## src/design/askf_pkg.sv

```systemverilog
// Shared types and constants for the adaptive scalar Kalman filter.
package askf_pkg;

    // Fixed-point formats of the variance path
    localparam int VF        = 16;          // fraction bits of P, Q, R, K
    localparam int VAR_W     = 18;          // stored width of P, Q, R
    localparam int NOISE_W   = 17;          // width of the noise bound registers
    localparam int DEV_W     = 16;          // width of jump and ramp thresholds
    localparam int CFG_W     = 17;          // config data width (widest register)
    localparam int CFG_IDX_W = 3;
    localparam int GAIN_W    = VF + 1;      // K and alpha, up to 1.0
    localparam int DIV_NUM_W = VAR_W + 1;   // P + Q
    localparam int DIV_DEN_W = VAR_W + 2;   // P + Q + R

    localparam logic [GAIN_W-1:0] GAIN_ONE = GAIN_W'(1) << VF;

    // Config register indexes
    localparam logic [CFG_IDX_W-1:0] REG_MAX_JUMP    = 3'd0;
    localparam logic [CFG_IDX_W-1:0] REG_ADAPT_START = 3'd1;
    localparam logic [CFG_IDX_W-1:0] REG_ADAPT_FULL  = 3'd2;
    localparam logic [CFG_IDX_W-1:0] REG_Q_MIN       = 3'd3;
    localparam logic [CFG_IDX_W-1:0] REG_Q_MAX       = 3'd4;
    localparam logic [CFG_IDX_W-1:0] REG_R_MIN       = 3'd5;
    localparam logic [CFG_IDX_W-1:0] REG_R_MAX       = 3'd6;

    // Config reset values
    localparam logic [DEV_W-1:0]   MAX_JUMP_RST    = 16'd3840;
    localparam logic [DEV_W-1:0]   ADAPT_START_RST = 16'd51;
    localparam logic [DEV_W-1:0]   ADAPT_FULL_RST  = 16'd1152;
    localparam logic [NOISE_W-1:0] Q_MIN_RST       = 17'd262;
    localparam logic [NOISE_W-1:0] Q_MAX_RST       = 17'd19661;
    localparam logic [NOISE_W-1:0] R_MIN_RST       = 17'd5243;
    localparam logic [NOISE_W-1:0] R_MAX_RST       = 17'd52429;

    typedef enum logic [3:0] {
        ST_IDLE,
        ST_DEV,
        ST_RAMP,
        ST_DIV_A,
        ST_SQ,
        ST_QB,
        ST_RB,
        ST_RD,
        ST_PN,
        ST_DIV_K,
        ST_K_WAIT,
        ST_EST,
        ST_VAR,
        ST_PUPD,
        ST_DONE
    } askf_state_t;

    typedef enum logic [2:0] {
        MUL_ALPHA,
        MUL_QSPAN,
        MUL_RSPAN,
        MUL_GAIN,
        MUL_VAR
    } askf_mul_sel_t;

    typedef struct packed {
        logic          load_in;
        logic          load_dev;
        logic          alpha_one;
        logic          div_alpha;
        logic          div_k;
        logic          load_alpha;
        logic          mul_en;
        askf_mul_sel_t mul_sel;
        logic          load_a2;
        logic          load_q;
        logic          load_r;
        logic          load_pn;
        logic          load_k;
        logic          load_est;
        logic          load_p;
        logic          load_out;
    } askf_cmd_t;

    typedef struct packed {
        logic adapt;
        logic ramp_full;
        logic div_done;
        logic out_free;
    } askf_status_t;

endpackage

```

## src/design/adaptive_scalar_kalman_filter_core.sv

```systemverilog
// Top level of the adaptive scalar Kalman filter core.
//
//  Channel   Handshake              Payload
//  --------  ---------------------  ----------------------------------------
//  input     in_valid / in_ready    sample (signed Q8.8), restart
//  output    out_valid / out_ready  estimate (signed Q8.8), spike_rejected
//  config    cfg_we (no stall)      cfg_index, cfg_data (17 bits)
//
//  One sample at a time. The result is loaded after the gain K division and, when the
//  deviation exceeds adapt_start, after the noise blend; the ramp alpha division runs
//  only when the ramp does not saturate. Both use the same iterative divider.
//  in_ready is high only while the sequencer is idle between samples; the result sits in an
//  output register, and a stalled result holds the sequencer in its last step.
//  Reset (rst_n, async, active low) loads the config defaults, estimate 25.0,
//  P = 0, Q = q_min and R = r_max.
module adaptive_scalar_kalman_filter_core
    import askf_pkg::*;
#(
    parameter int SAMPLE_WIDTH     = 16,
    parameter int SAMPLE_FRAC_BITS = 8
)
(
    input  logic                           clk,
    input  logic                           rst_n,
    // config write port
    input  logic                           cfg_we,
    input  logic [CFG_IDX_W-1:0]           cfg_index,
    input  logic [CFG_W-1:0]               cfg_data,
    // sample input
    input  logic                           in_valid,
    output logic                           in_ready,
    input  logic signed [SAMPLE_WIDTH-1:0] sample,
    input  logic                           restart,
    // filtered output
    output logic                           out_valid,
    input  logic                           out_ready,
    output logic signed [SAMPLE_WIDTH-1:0] estimate,
    output logic                           spike_rejected
);

    askf_cmd_t    cmd;
    askf_status_t status;

    // Sequencer: walks deviation, ramp, noise blend, gain and update steps
    askf_ctrl u_ctrl (
        .clk      (clk),
        .rst_n    (rst_n),
        .in_valid (in_valid),
        .in_ready (in_ready),
        .status   (status),
        .cmd      (cmd)
    );

    // Arithmetic, filter state, config and the output register
    askf_dpath #(
        .SAMPLE_WIDTH     (SAMPLE_WIDTH),
        .SAMPLE_FRAC_BITS (SAMPLE_FRAC_BITS)
    ) u_dpath (
        .clk            (clk),
        .rst_n          (rst_n),
        .cfg_we         (cfg_we),
        .cfg_index      (cfg_index),
        .cfg_data       (cfg_data),
        .sample         (sample),
        .restart        (restart),
        .out_ready      (out_ready),
        .out_valid      (out_valid),
        .estimate       (estimate),
        .spike_rejected (spike_rejected),
        .cmd            (cmd),
        .status         (status)
    );

endmodule

```

## src/design/askf_div.sv

```systemverilog
// Restoring divider: quotient floor(num * 2^VF / den), one bit per cycle.
module askf_div
    import askf_pkg::*;
(
    input  logic                 clk,
    input  logic                 rst_n,
    input  logic                 start,
    input  logic [DIV_NUM_W-1:0] num,
    input  logic [DIV_DEN_W-1:0] den,
    output logic                 done,
    output logic [GAIN_W-1:0]    quot
);

    localparam int CNT_W = $clog2(VF);

    logic                 busy_reg;
    logic                 done_reg;
    logic [CNT_W-1:0]     cnt_reg;
    logic [DIV_DEN_W-1:0] den_reg;
    logic [DIV_DEN_W-1:0] rem_reg;
    logic [GAIN_W-1:0]    quot_reg;

    logic                 first_ge;
    logic [DIV_DEN_W-1:0] first_rem;
    logic [DIV_DEN_W:0]   rem_dbl;
    logic                 step_ge;
    logic [DIV_DEN_W-1:0] step_rem;

    // Caller guarantees num < 2 * den, so the quotient fits VF + 1 bits.
    always_comb
    begin
        first_ge  = DIV_DEN_W'(num) >= den;
        first_rem = first_ge ? DIV_DEN_W'(num) - den : DIV_DEN_W'(num);
        rem_dbl   = {rem_reg, 1'b0};
        step_ge   = rem_dbl >= {1'b0, den_reg};
        step_rem  = step_ge ? DIV_DEN_W'(rem_dbl - {1'b0, den_reg})
                            : DIV_DEN_W'(rem_dbl);
    end

    always_ff @(posedge clk or negedge rst_n)
    begin
        if (!rst_n)
        begin
            busy_reg <= 1'b0;
            done_reg <= 1'b0;
            cnt_reg  <= '0;
        end
        else
        begin
            done_reg <= 1'b0;
            if (start)
            begin
                busy_reg <= 1'b1;
                cnt_reg  <= '0;
            end
            else if (busy_reg)
            begin
                if (cnt_reg == CNT_W'(VF - 1))
                begin
                    busy_reg <= 1'b0;
                    done_reg <= 1'b1;
                end
                else
                begin
                    cnt_reg <= cnt_reg + 1'b1;
                end
            end
        end
    end

    always_ff @(posedge clk)
    begin
        if (start)
        begin
            den_reg  <= den;
            rem_reg  <= first_rem;
            quot_reg <= {{VF{1'b0}}, first_ge};
        end
        else if (busy_reg)
        begin
            rem_reg  <= step_rem;
            quot_reg <= {quot_reg[GAIN_W-2:0], step_ge};
        end
    end

    assign done = done_reg;
    assign quot = quot_reg;

endmodule

```

## src/design/askf_dpath.sv

```systemverilog
// Datapath: config registers, filter state, shared multiplier and divider, output register.
module askf_dpath
    import askf_pkg::*;
#(
    parameter int SAMPLE_WIDTH     = 16,
    parameter int SAMPLE_FRAC_BITS = 8
)
(
    input  logic                           clk,
    input  logic                           rst_n,
    input  logic                           cfg_we,
    input  logic [CFG_IDX_W-1:0]           cfg_index,
    input  logic [CFG_W-1:0]               cfg_data,
    input  logic signed [SAMPLE_WIDTH-1:0] sample,
    input  logic                           restart,
    input  logic                           out_ready,
    output logic                           out_valid,
    output logic signed [SAMPLE_WIDTH-1:0] estimate,
    output logic                           spike_rejected,
    input  askf_cmd_t                      cmd,
    output askf_status_t                   status
);

    localparam int SW     = SAMPLE_WIDTH;
    localparam int DIFF_W = SW + 1;
    localparam int MB_W   = (DIFF_W > DIV_NUM_W + 1) ? DIFF_W : DIV_NUM_W + 1;
    localparam int PROD_W = MB_W + GAIN_W + 1;
    localparam int CMP_W  = (DIFF_W > DEV_W) ? DIFF_W : DEV_W;
    localparam logic [SW-1:0] EST_INIT = SW'(64'd25 << SAMPLE_FRAC_BITS);

    // Config
    logic [DEV_W-1:0]   max_jump_reg;
    logic [DEV_W-1:0]   adapt_start_reg;
    logic [DEV_W-1:0]   adapt_full_reg;
    logic [NOISE_W-1:0] q_min_reg;
    logic [NOISE_W-1:0] q_max_reg;
    logic [NOISE_W-1:0] r_min_reg;
    logic [NOISE_W-1:0] r_max_reg;

    // Filter state
    logic signed [SW-1:0] est_reg;
    logic [VAR_W-1:0]     p_reg;
    logic [VAR_W-1:0]     q_reg;
    logic [VAR_W-1:0]     r_reg;

    // Per-sample working registers
    logic signed [SW-1:0]     meas_reg;
    logic signed [DIFF_W-1:0] diff_reg;
    logic [DEV_W-1:0]         dev_reg;
    logic                     spike_reg;
    logic [GAIN_W-1:0]        alpha_reg;
    logic [GAIN_W-1:0]        a2_reg;
    logic [DIV_NUM_W-1:0]     pn_reg;
    logic [DIV_DEN_W-1:0]     den_reg;
    logic [GAIN_W-1:0]        k_reg;
    logic signed [PROD_W-1:0] prod_reg;

    // Output register
    logic                 out_valid_reg;
    logic signed [SW-1:0] out_est_reg;
    logic                 out_spike_reg;

    logic signed [DIFF_W-1:0] diff_raw;
    logic [DIFF_W-1:0]        dev_raw;
    logic                     spike_now;
    logic [DEV_W-1:0]         ramp_num;
    logic [DEV_W-1:0]         ramp_den;
    logic                     q_up;
    logic                     r_down;
    logic [NOISE_W-1:0]       q_span;
    logic [NOISE_W-1:0]       r_span;
    logic [NOISE_W-1:0]       blend_step;
    logic [NOISE_W-1:0]       q_new;
    logic [NOISE_W-1:0]       r_new;
    logic [GAIN_W-1:0]        mul_a;
    logic signed [MB_W-1:0]   mul_b;
    logic signed [PROD_W-1:0] mul_p;
    logic                     div_start;
    logic [DIV_NUM_W-1:0]     div_num;
    logic [DIV_DEN_W-1:0]     div_den;
    logic                     div_done;
    logic [GAIN_W-1:0]        div_quot;

    // Deviation and spike test
    always_comb
    begin
        diff_raw  = DIFF_W'(meas_reg) - DIFF_W'(est_reg);
        dev_raw   = diff_raw[DIFF_W-1] ? DIFF_W'(-diff_raw) : DIFF_W'(diff_raw);
        spike_now = CMP_W'(dev_raw) > CMP_W'(max_jump_reg);
    end

    // Ramp and noise blend terms
    always_comb
    begin
        ramp_num   = dev_reg - adapt_start_reg;
        ramp_den   = adapt_full_reg - adapt_start_reg;
        q_up       = q_max_reg >= q_min_reg;
        r_down     = r_max_reg >= r_min_reg;
        q_span     = q_up ? q_max_reg - q_min_reg : q_min_reg - q_max_reg;
        r_span     = r_down ? r_max_reg - r_min_reg : r_min_reg - r_max_reg;
        blend_step = prod_reg[VF +: NOISE_W];
        q_new      = q_up ? q_min_reg + blend_step : q_min_reg - blend_step;
        r_new      = r_down ? r_max_reg - blend_step : r_max_reg + blend_step;
    end

    assign status.adapt     = dev_reg > adapt_start_reg;
    assign status.ramp_full = (adapt_full_reg <= adapt_start_reg) || (ramp_num >= ramp_den);
    assign status.div_done  = div_done;
    assign status.out_free  = !out_valid_reg || out_ready;

    // Shared multiplier: unsigned gain-format operand times signed operand
    always_comb
    begin
        mul_a = alpha_reg;
        mul_b = MB_W'(alpha_reg);
        case (cmd.mul_sel)
            MUL_ALPHA:
            begin
                mul_a = alpha_reg;
                mul_b = MB_W'(alpha_reg);
            end
            MUL_QSPAN:
            begin
                mul_a = prod_reg[VF +: GAIN_W];
                mul_b = MB_W'(q_span);
            end
            MUL_RSPAN:
            begin
                mul_a = a2_reg;
                mul_b = MB_W'(r_span);
            end
            MUL_GAIN:
            begin
                mul_a = k_reg;
                mul_b = MB_W'(diff_reg);
            end
            MUL_VAR:
            begin
                mul_a = GAIN_ONE - k_reg;
                mul_b = MB_W'(pn_reg);
            end
            default:
            begin
                mul_a = alpha_reg;
                mul_b = MB_W'(alpha_reg);
            end
        endcase
        mul_p = $signed({1'b0, mul_a}) * mul_b;
    end

    // Divider shared by the ramp and the gain
    assign div_start = cmd.div_alpha || cmd.div_k;
    assign div_num   = cmd.div_alpha ? DIV_NUM_W'(ramp_num) : pn_reg;
    assign div_den   = cmd.div_alpha ? DIV_DEN_W'(ramp_den) : den_reg;

    askf_div u_div (
        .clk   (clk),
        .rst_n (rst_n),
        .start (div_start),
        .num   (div_num),
        .den   (div_den),
        .done  (div_done),
        .quot  (div_quot)
    );

    // Config registers
    always_ff @(posedge clk or negedge rst_n)
    begin
        if (!rst_n)
        begin
            max_jump_reg    <= MAX_JUMP_RST;
            adapt_start_reg <= ADAPT_START_RST;
            adapt_full_reg  <= ADAPT_FULL_RST;
            q_min_reg       <= Q_MIN_RST;
            q_max_reg       <= Q_MAX_RST;
            r_min_reg       <= R_MIN_RST;
            r_max_reg       <= R_MAX_RST;
        end
        else if (cfg_we)
        begin
            unique case (cfg_index)
                REG_MAX_JUMP:    max_jump_reg    <= cfg_data[DEV_W-1:0];
                REG_ADAPT_START: adapt_start_reg <= cfg_data[DEV_W-1:0];
                REG_ADAPT_FULL:  adapt_full_reg  <= cfg_data[DEV_W-1:0];
                REG_Q_MIN:       q_min_reg       <= cfg_data[NOISE_W-1:0];
                REG_Q_MAX:       q_max_reg       <= cfg_data[NOISE_W-1:0];
                REG_R_MIN:       r_min_reg       <= cfg_data[NOISE_W-1:0];
                REG_R_MAX:       r_max_reg       <= cfg_data[NOISE_W-1:0];
                default:         ;
            endcase
        end
    end

    // Filter state; restart reloads on the input transfer
    always_ff @(posedge clk or negedge rst_n)
    begin
        if (!rst_n)
        begin
            est_reg <= EST_INIT;
            p_reg   <= '0;
            q_reg   <= VAR_W'(Q_MIN_RST);
            r_reg   <= VAR_W'(R_MAX_RST);
        end
        else
        begin
            if (cmd.load_in && restart)
            begin
                est_reg <= sample;
                p_reg   <= '0;
                q_reg   <= VAR_W'(q_min_reg);
                r_reg   <= VAR_W'(r_max_reg);
            end
            if (cmd.load_q)
                q_reg <= VAR_W'(q_new);
            if (cmd.load_r)
                r_reg <= VAR_W'(r_new);
            if (cmd.load_est)
                est_reg <= est_reg + prod_reg[VF +: SW];
            if (cmd.load_p)
                p_reg <= prod_reg[VF +: VAR_W];
        end
    end

    // Working registers
    always_ff @(posedge clk)
    begin
        if (cmd.load_in)
            meas_reg <= sample;
        if (cmd.load_dev)
        begin
            spike_reg <= spike_now;
            diff_reg  <= spike_now ? '0 : diff_raw;
            dev_reg   <= spike_now ? '0 : DEV_W'(dev_raw);
        end
        if (cmd.alpha_one)
            alpha_reg <= GAIN_ONE;
        else if (cmd.load_alpha)
            alpha_reg <= div_quot;
        if (cmd.load_a2)
            a2_reg <= prod_reg[VF +: GAIN_W];
        if (cmd.mul_en)
            prod_reg <= mul_p;
        if (cmd.load_pn)
        begin
            pn_reg  <= DIV_NUM_W'(p_reg) + DIV_NUM_W'(q_reg);
            den_reg <= DIV_DEN_W'(p_reg) + DIV_DEN_W'(q_reg) + DIV_DEN_W'(r_reg);
        end
        if (cmd.load_k)
            k_reg <= (den_reg == '0) ? '0 : div_quot;
        if (cmd.load_out)
        begin
            out_est_reg   <= est_reg;
            out_spike_reg <= spike_reg;
        end
    end

    always_ff @(posedge clk or negedge rst_n)
    begin
        if (!rst_n)
            out_valid_reg <= 1'b0;
        else if (cmd.load_out)
            out_valid_reg <= 1'b1;
        else if (out_ready)
            out_valid_reg <= 1'b0;
    end

    assign out_valid      = out_valid_reg;
    assign estimate       = out_est_reg;
    assign spike_rejected = out_spike_reg;

endmodule

```

## src/design/askf_ctrl.sv

```systemverilog
// Controller: sequences one sample through deviation, adaptation, gain and update.
module askf_ctrl
    import askf_pkg::*;
(
    input  logic         clk,
    input  logic         rst_n,
    input  logic         in_valid,
    output logic         in_ready,
    input  askf_status_t status,
    output askf_cmd_t    cmd
);

    askf_state_t state_reg;
    askf_state_t state_next;

    always_ff @(posedge clk or negedge rst_n)
    begin
        if (!rst_n)
            state_reg <= ST_IDLE;
        else
            state_reg <= state_next;
    end

    always_comb
    begin
        state_next = state_reg;
        unique case (state_reg)
            ST_IDLE:
                if (in_valid)
                    state_next = ST_DEV;
            ST_DEV:
                state_next = ST_RAMP;
            ST_RAMP:
                if (!status.adapt)
                    state_next = ST_PN;
                else if (status.ramp_full)
                    state_next = ST_SQ;
                else
                    state_next = ST_DIV_A;
            ST_DIV_A:
                if (status.div_done)
                    state_next = ST_SQ;
            ST_SQ:
                state_next = ST_QB;
            ST_QB:
                state_next = ST_RB;
            ST_RB:
                state_next = ST_RD;
            ST_RD:
                state_next = ST_PN;
            ST_PN:
                state_next = ST_DIV_K;
            ST_DIV_K:
                state_next = ST_K_WAIT;
            ST_K_WAIT:
                if (status.div_done)
                    state_next = ST_EST;
            ST_EST:
                state_next = ST_VAR;
            ST_VAR:
                state_next = ST_PUPD;
            ST_PUPD:
                state_next = ST_DONE;
            ST_DONE:
                if (status.out_free)
                    state_next = ST_IDLE;
            default:
                state_next = ST_IDLE;
        endcase
    end

    always_comb
    begin
        cmd      = '0;
        cmd.mul_sel = MUL_ALPHA;
        in_ready = 1'b0;
        unique case (state_reg)
            ST_IDLE:
            begin
                in_ready    = 1'b1;
                cmd.load_in = in_valid;
            end
            ST_DEV:
                cmd.load_dev = 1'b1;
            ST_RAMP:
            begin
                cmd.alpha_one = status.adapt && status.ramp_full;
                cmd.div_alpha = status.adapt && !status.ramp_full;
            end
            ST_DIV_A:
                cmd.load_alpha = status.div_done;
            ST_SQ:
            begin
                cmd.mul_en  = 1'b1;
                cmd.mul_sel = MUL_ALPHA;
            end
            ST_QB:
            begin
                cmd.load_a2 = 1'b1;
                cmd.mul_en  = 1'b1;
                cmd.mul_sel = MUL_QSPAN;
            end
            ST_RB:
            begin
                cmd.load_q  = 1'b1;
                cmd.mul_en  = 1'b1;
                cmd.mul_sel = MUL_RSPAN;
            end
            ST_RD:
                cmd.load_r = 1'b1;
            ST_PN:
                cmd.load_pn = 1'b1;
            ST_DIV_K:
                cmd.div_k = 1'b1;
            ST_K_WAIT:
                cmd.load_k = status.div_done;
            ST_EST:
            begin
                cmd.mul_en  = 1'b1;
                cmd.mul_sel = MUL_GAIN;
            end
            ST_VAR:
            begin
                cmd.load_est = 1'b1;
                cmd.mul_en   = 1'b1;
                cmd.mul_sel  = MUL_VAR;
            end
            ST_PUPD:
                cmd.load_p = 1'b1;
            ST_DONE:
                cmd.load_out = status.out_free;
            default:
                cmd = '0;
        endcase
    end

endmodule
```

## config.mk

```make
export PLATFORM = sky130hd
export DESIGN_NAME = adaptive_scalar_kalman_filter_core
export DESIGN_NICKNAME = d
export VERILOG_FILES = /design/src/design/askf_pkg.sv /design/src/design/adaptive_scalar_kalman_filter_core.sv /design/src/design/askf_div.sv /design/src/design/askf_dpath.sv /design/src/design/askf_ctrl.sv
export SDC_FILE = /design/constraint.sdc
export NUM_CORES = 2
export LEC_CHECK = 0
export BUFFER_PORTS_ARGS = -buffer_cell sky130_fd_sc_hd__buf_2
export CAP_MARGIN = 20
export CORE_MARGIN = 1.5
export CORE_UTILIZATION = 35
export CTS_CLUSTER_SIZE = 25
export DETAILED_ROUTE_END_ITERATION = 10
export GPL_TIMING_DRIVEN = 1
export HOLD_SLACK_MARGIN = 0.12
export SLEW_MARGIN = 15
export SYNTH_ARGS = -nofsm -noshare
export SYNTH_HDL_FRONTEND = slang
export SYNTH_SLANG_ARGS = --single-unit
```

## constraint.sdc

```tcl
create_clock -name clk -period 10.46 [get_ports clk]
set_input_delay 1.569 -clock clk [delete_from_list [all_inputs] [get_ports clk]]
set_output_delay 1.569 -clock clk [all_outputs]
set_load 0.02 [all_outputs]
```

==> key figures <==
Outcome
  – Status: completed

Die
  – I/O pins: 61
  – Die Y: 345 um
  – FP Rows: 125
  – Core ar.: 116000 um^2
  – Initial Util: 35.3%
  – DIE AREA: 119000 um^2
  – Die X: 345 um

Cells and area
  – Multi-input logic area: 26500 um^2
  – Reg area: 11600 um^2
  – Area grow syn2layout: 11.1%
  – Filler cells: 11.6k
  – # nets final: 5264
  – Layout cells sized above 1: 11.1%

Yosys
  – Post-synth ARST share: 45.8%
  – Synth cell count leaders: inv_1 (598), nand2_1 (463), nor2_1 (381)
  – Cell taking the most area after synthesis: fa_1
  – Top cells by area, synth: fa_1 (16%), edfxtp_1 (15%), ha_1 (11%), dfrtp_1 (8.7%), inv_1 (5.5%)
  – Mapped Cells: 4453
  – EDFF count, synth: 198
  – Flops & latches, synth: 426
  – Seq/Total Area, Yosys: 28.2%
  – Yosys cell types: 99
  – Mapped cell area: 41000 um^2
  – Synth Flop Type: edfxtp_1
  – Top-count cell post-synth: inv_1
  – Synth Area per Inst: 9.20 um^2
  – Ys Warns: 0
  – Yosys top cell area share: 15.8%
  – Syn Nets: 5171

Setup path
  – WP data arrival: 10.35 ns
  – FF-to-FF path depth: 38
  – CP endpoint kind: register
  – Buffer and inverter count on the worst path: 8
  – R2R Setup Slk: 0.44 ns
  – Crit Reg-Reg Startpoint: u_dpath.r_max_reg[7]$_DFFE_PN1P_
  – Worst reg2reg endpoint: u_dpath.prod_reg[33]$_DFFE_PN_
  – CP Data Required Time: 10.80 ns
  – Slowest cell on crit path: fa_1
  – Worst path top cell family by delay: adder cells
  – Most frequent CP cell: fa_1
  – CP max stage delay: 0.61 ns
  – Crit path launch type: register
  – CP max FO: 6
  – CP Class: register to register

Global routing
  – Grt ovf: 0
  – Initial antenna violation count: 2
  – Largest net degree at the start of global routing: 70
  – First-pass GRT wire length: 203 mm
  – All-Layer GR Usage: 22.1%
  – Vias in the first global route: 32.7k

Routing
  – Via Count: 32.8k
  – Drt drc: 0
  – Drt wl/cell: 21.7 um
  – First-pass DRT Iterations: 6
  – Iteration-0 DRC Markers: 2947
  – Routed WL: 132 mm
  – Antenna Nets Post-Route: 0
  – Drt via density: 5.36

Placed design
  – DP Wirelength: 106 mm
  – Final GP Congestion: 0.974
  – Buffers added on ports: 60

Clock network
  – # hold bufs at CTS: 0
  – Clk sinks: 426
  – Clock network latency to the later pin of the worst-skew pair: 0.60 ns
  – H-tree levels: 2
  – Clock root cell: clkbuf_16
  – Clock slew at reported path FFs: 0.06 ns
  – Cts bufs inserted: 51
  – Max clock buf depth: 3
  – CTS tree: yes

STA
  – Endpoints failing setup: 0
  – Slew @ Worst Pin: 1.19 ns
  – Fmax: 0.0998 GHz
  – Fin crit period: 10.02 ns
  – Worst relative slew slack: 19.4%
  – Max-slew violations: 0
  – Fin. Hold Viols: 0
  – Worst Hold Slack: 0.424 ns
  – Final period utilization: 95.8%
  – Setup Skew: 0.0151 ns

Power
  – Leakage: 20.6 nW
  – Worst IR drop on VDD: 0.143 mV
  – Tot Pwr: 6.34 mW
  – PwrDens: 139 nW/um^2

Worst hold path
  – Hold path start: u_dpath.spike_reg$_DFFE_PP_
  – Hold Path Depth: 0
  – Worst hold endpoint: u_dpath.spike_rejected$_DFFE_PP_
  – HP Class: register to register

Job
  – Max-cap violations: 0
-- layout make-up --
| class | count | area share, % |
|---|---|---|
| Sequential cell | 426 | 25.4 |
| Multi-Input combinational cell | 3260 | 58.3 |
| Antenna cell | 2 | 0.0110 |
| Clock inverter | 33 | 0.910 |
| Clock buffer | 62 | 3.08 |
| Timing Repair Buffer | 207 | 3.16 |
| Tap cell | 1524 | 4.19 |
| Inverter | 600 | 4.95 |
-- layout by cell type (no fill, tap or decap), types with 18 or more instances in the layout --
cell type,netlist,layout
a211oi_1,39,39
a22oi_1,32,32
o21ai_0,220,220
edfxtp_1,198,198
nor2_1,381,375
a221oi_1,21,21
a21o_1,92,92
clkbuf_16,0,54
and2_1,20,20
mux2i_1,56,56
fa_1,324,324
nor2b_1,82,82
o21a_1,43,43
dfstp_2,53,53
nand3_1,54,54
dfxtp_1,33,33
nand2b_1,30,30
inv_1,598,598
nor3_1,83,76
o211ai_1,24,24
mux2_2,90,90
xnor2_1,163,162
nand2_1,463,463
ha_1,352,352
xor2_1,89,89
or2_2,22,22
buf_2,44,59
or3_1,38,38
buf_4,7,145
o21bai_1,18,18
dfrtp_1,142,142
and3_1,22,21
a31oi_1,43,42
a21oi_1,219,218
-- per-stage QoR --
stage | util [%] | cells | setup WS, ns | area, um^2 | TNS (ns)
6_report | 39.2 | 6114 | 0.441 | 45500 | 0
5_1_grt | 39.2 | 6113 | -0.0250 | 45500 | -0.0250
2_1_floorplan | - | 4453 | 1.36 | 41000 | 0
4_1_cts | 39.1 | 6101 | 0.147 | 45400 | 0
3_5_place_dp | 37.5 | 6006 | 0.190 | 43600 | 0
3_3_place_gp | 37.5 | 6004 | 0.353 | 43600 | 0
-- how the worst max path moves through the flow --
stage | startpoint | to | slack [ns] | depth (start not counted)
6_report | u_dpath.r_max_reg[7]$_DFFE_PN1P_ | u_dpath.prod_reg[33]$_DFFE_PN_ | 0.44 | 38
5_1_grt | u_dpath.r_max_reg[7]$_DFFE_PN1P_ | u_dpath.prod_reg[33]$_DFFE_PN_ | -0.02 | 38
4_1_cts | u_dpath.q_max_reg[2]$_DFFE_PN1P_ | u_dpath.prod_reg[33]$_DFFE_PN_ | 0.15 | 39
3_5_place_dp | u_dpath.q_max_reg[2]$_DFFE_PN1P_ | u_dpath.prod_reg[33]$_DFFE_PN_ | 0.19 | 39
3_3_place_gp | u_dpath.r_max_reg[14]$_DFFE_PN1P_ | u_dpath.prod_reg[33]$_DFFE_PN_ | 0.35 | 38
2_1_floorplan | u_dpath.r_max_reg[0]$_DFFE_PN1P_ | u_dpath.prod_reg[33]$_DFFE_PN_ | 1.36 | 37
-- cells by family (layout without fill, tap and decap cells) --
logic type                 count (synthesis)  in the layout  share of synthesized area [%]
and+or+nand+nor                         1276           1276                           14.2
other                                      0              2                              0
xor gates and xnor gates                 252            252                           5.39
muxes                                    146            146                           3.84
adders and majority gates                676            676                           26.6
buffers and inverters                    768            902                           7.30
DFF                                      426            426                           28.2
AOI/OAI and AO/OA                        909            910                           14.5
-- metal layers --
metal,vias to the layer above,share of wire [%],track usage [%]
met2,1087,44,34.6
li1,15241,-,-
met3,185,7.2,3.62
met4,2,3.8,7.48
met5,-,0.0098,0
met1,16258,45,30.9
-- power breakdown --
group	internal (mW)	switching, mW
clock network	1.20	0.761
registers	1.87	0.0809
logic	0.980	1.45
total	4.04	2.29
-- timing repair --
| action | in CTS | in global routing |
|---|---|---|
| buffers inserted | 0 | 9 |
| endpoints found under the setup margin | 0 | 5 |
| gates resized for setup | 0 | 7 |
Note: power is estimated with default switching activity, not from simulation.
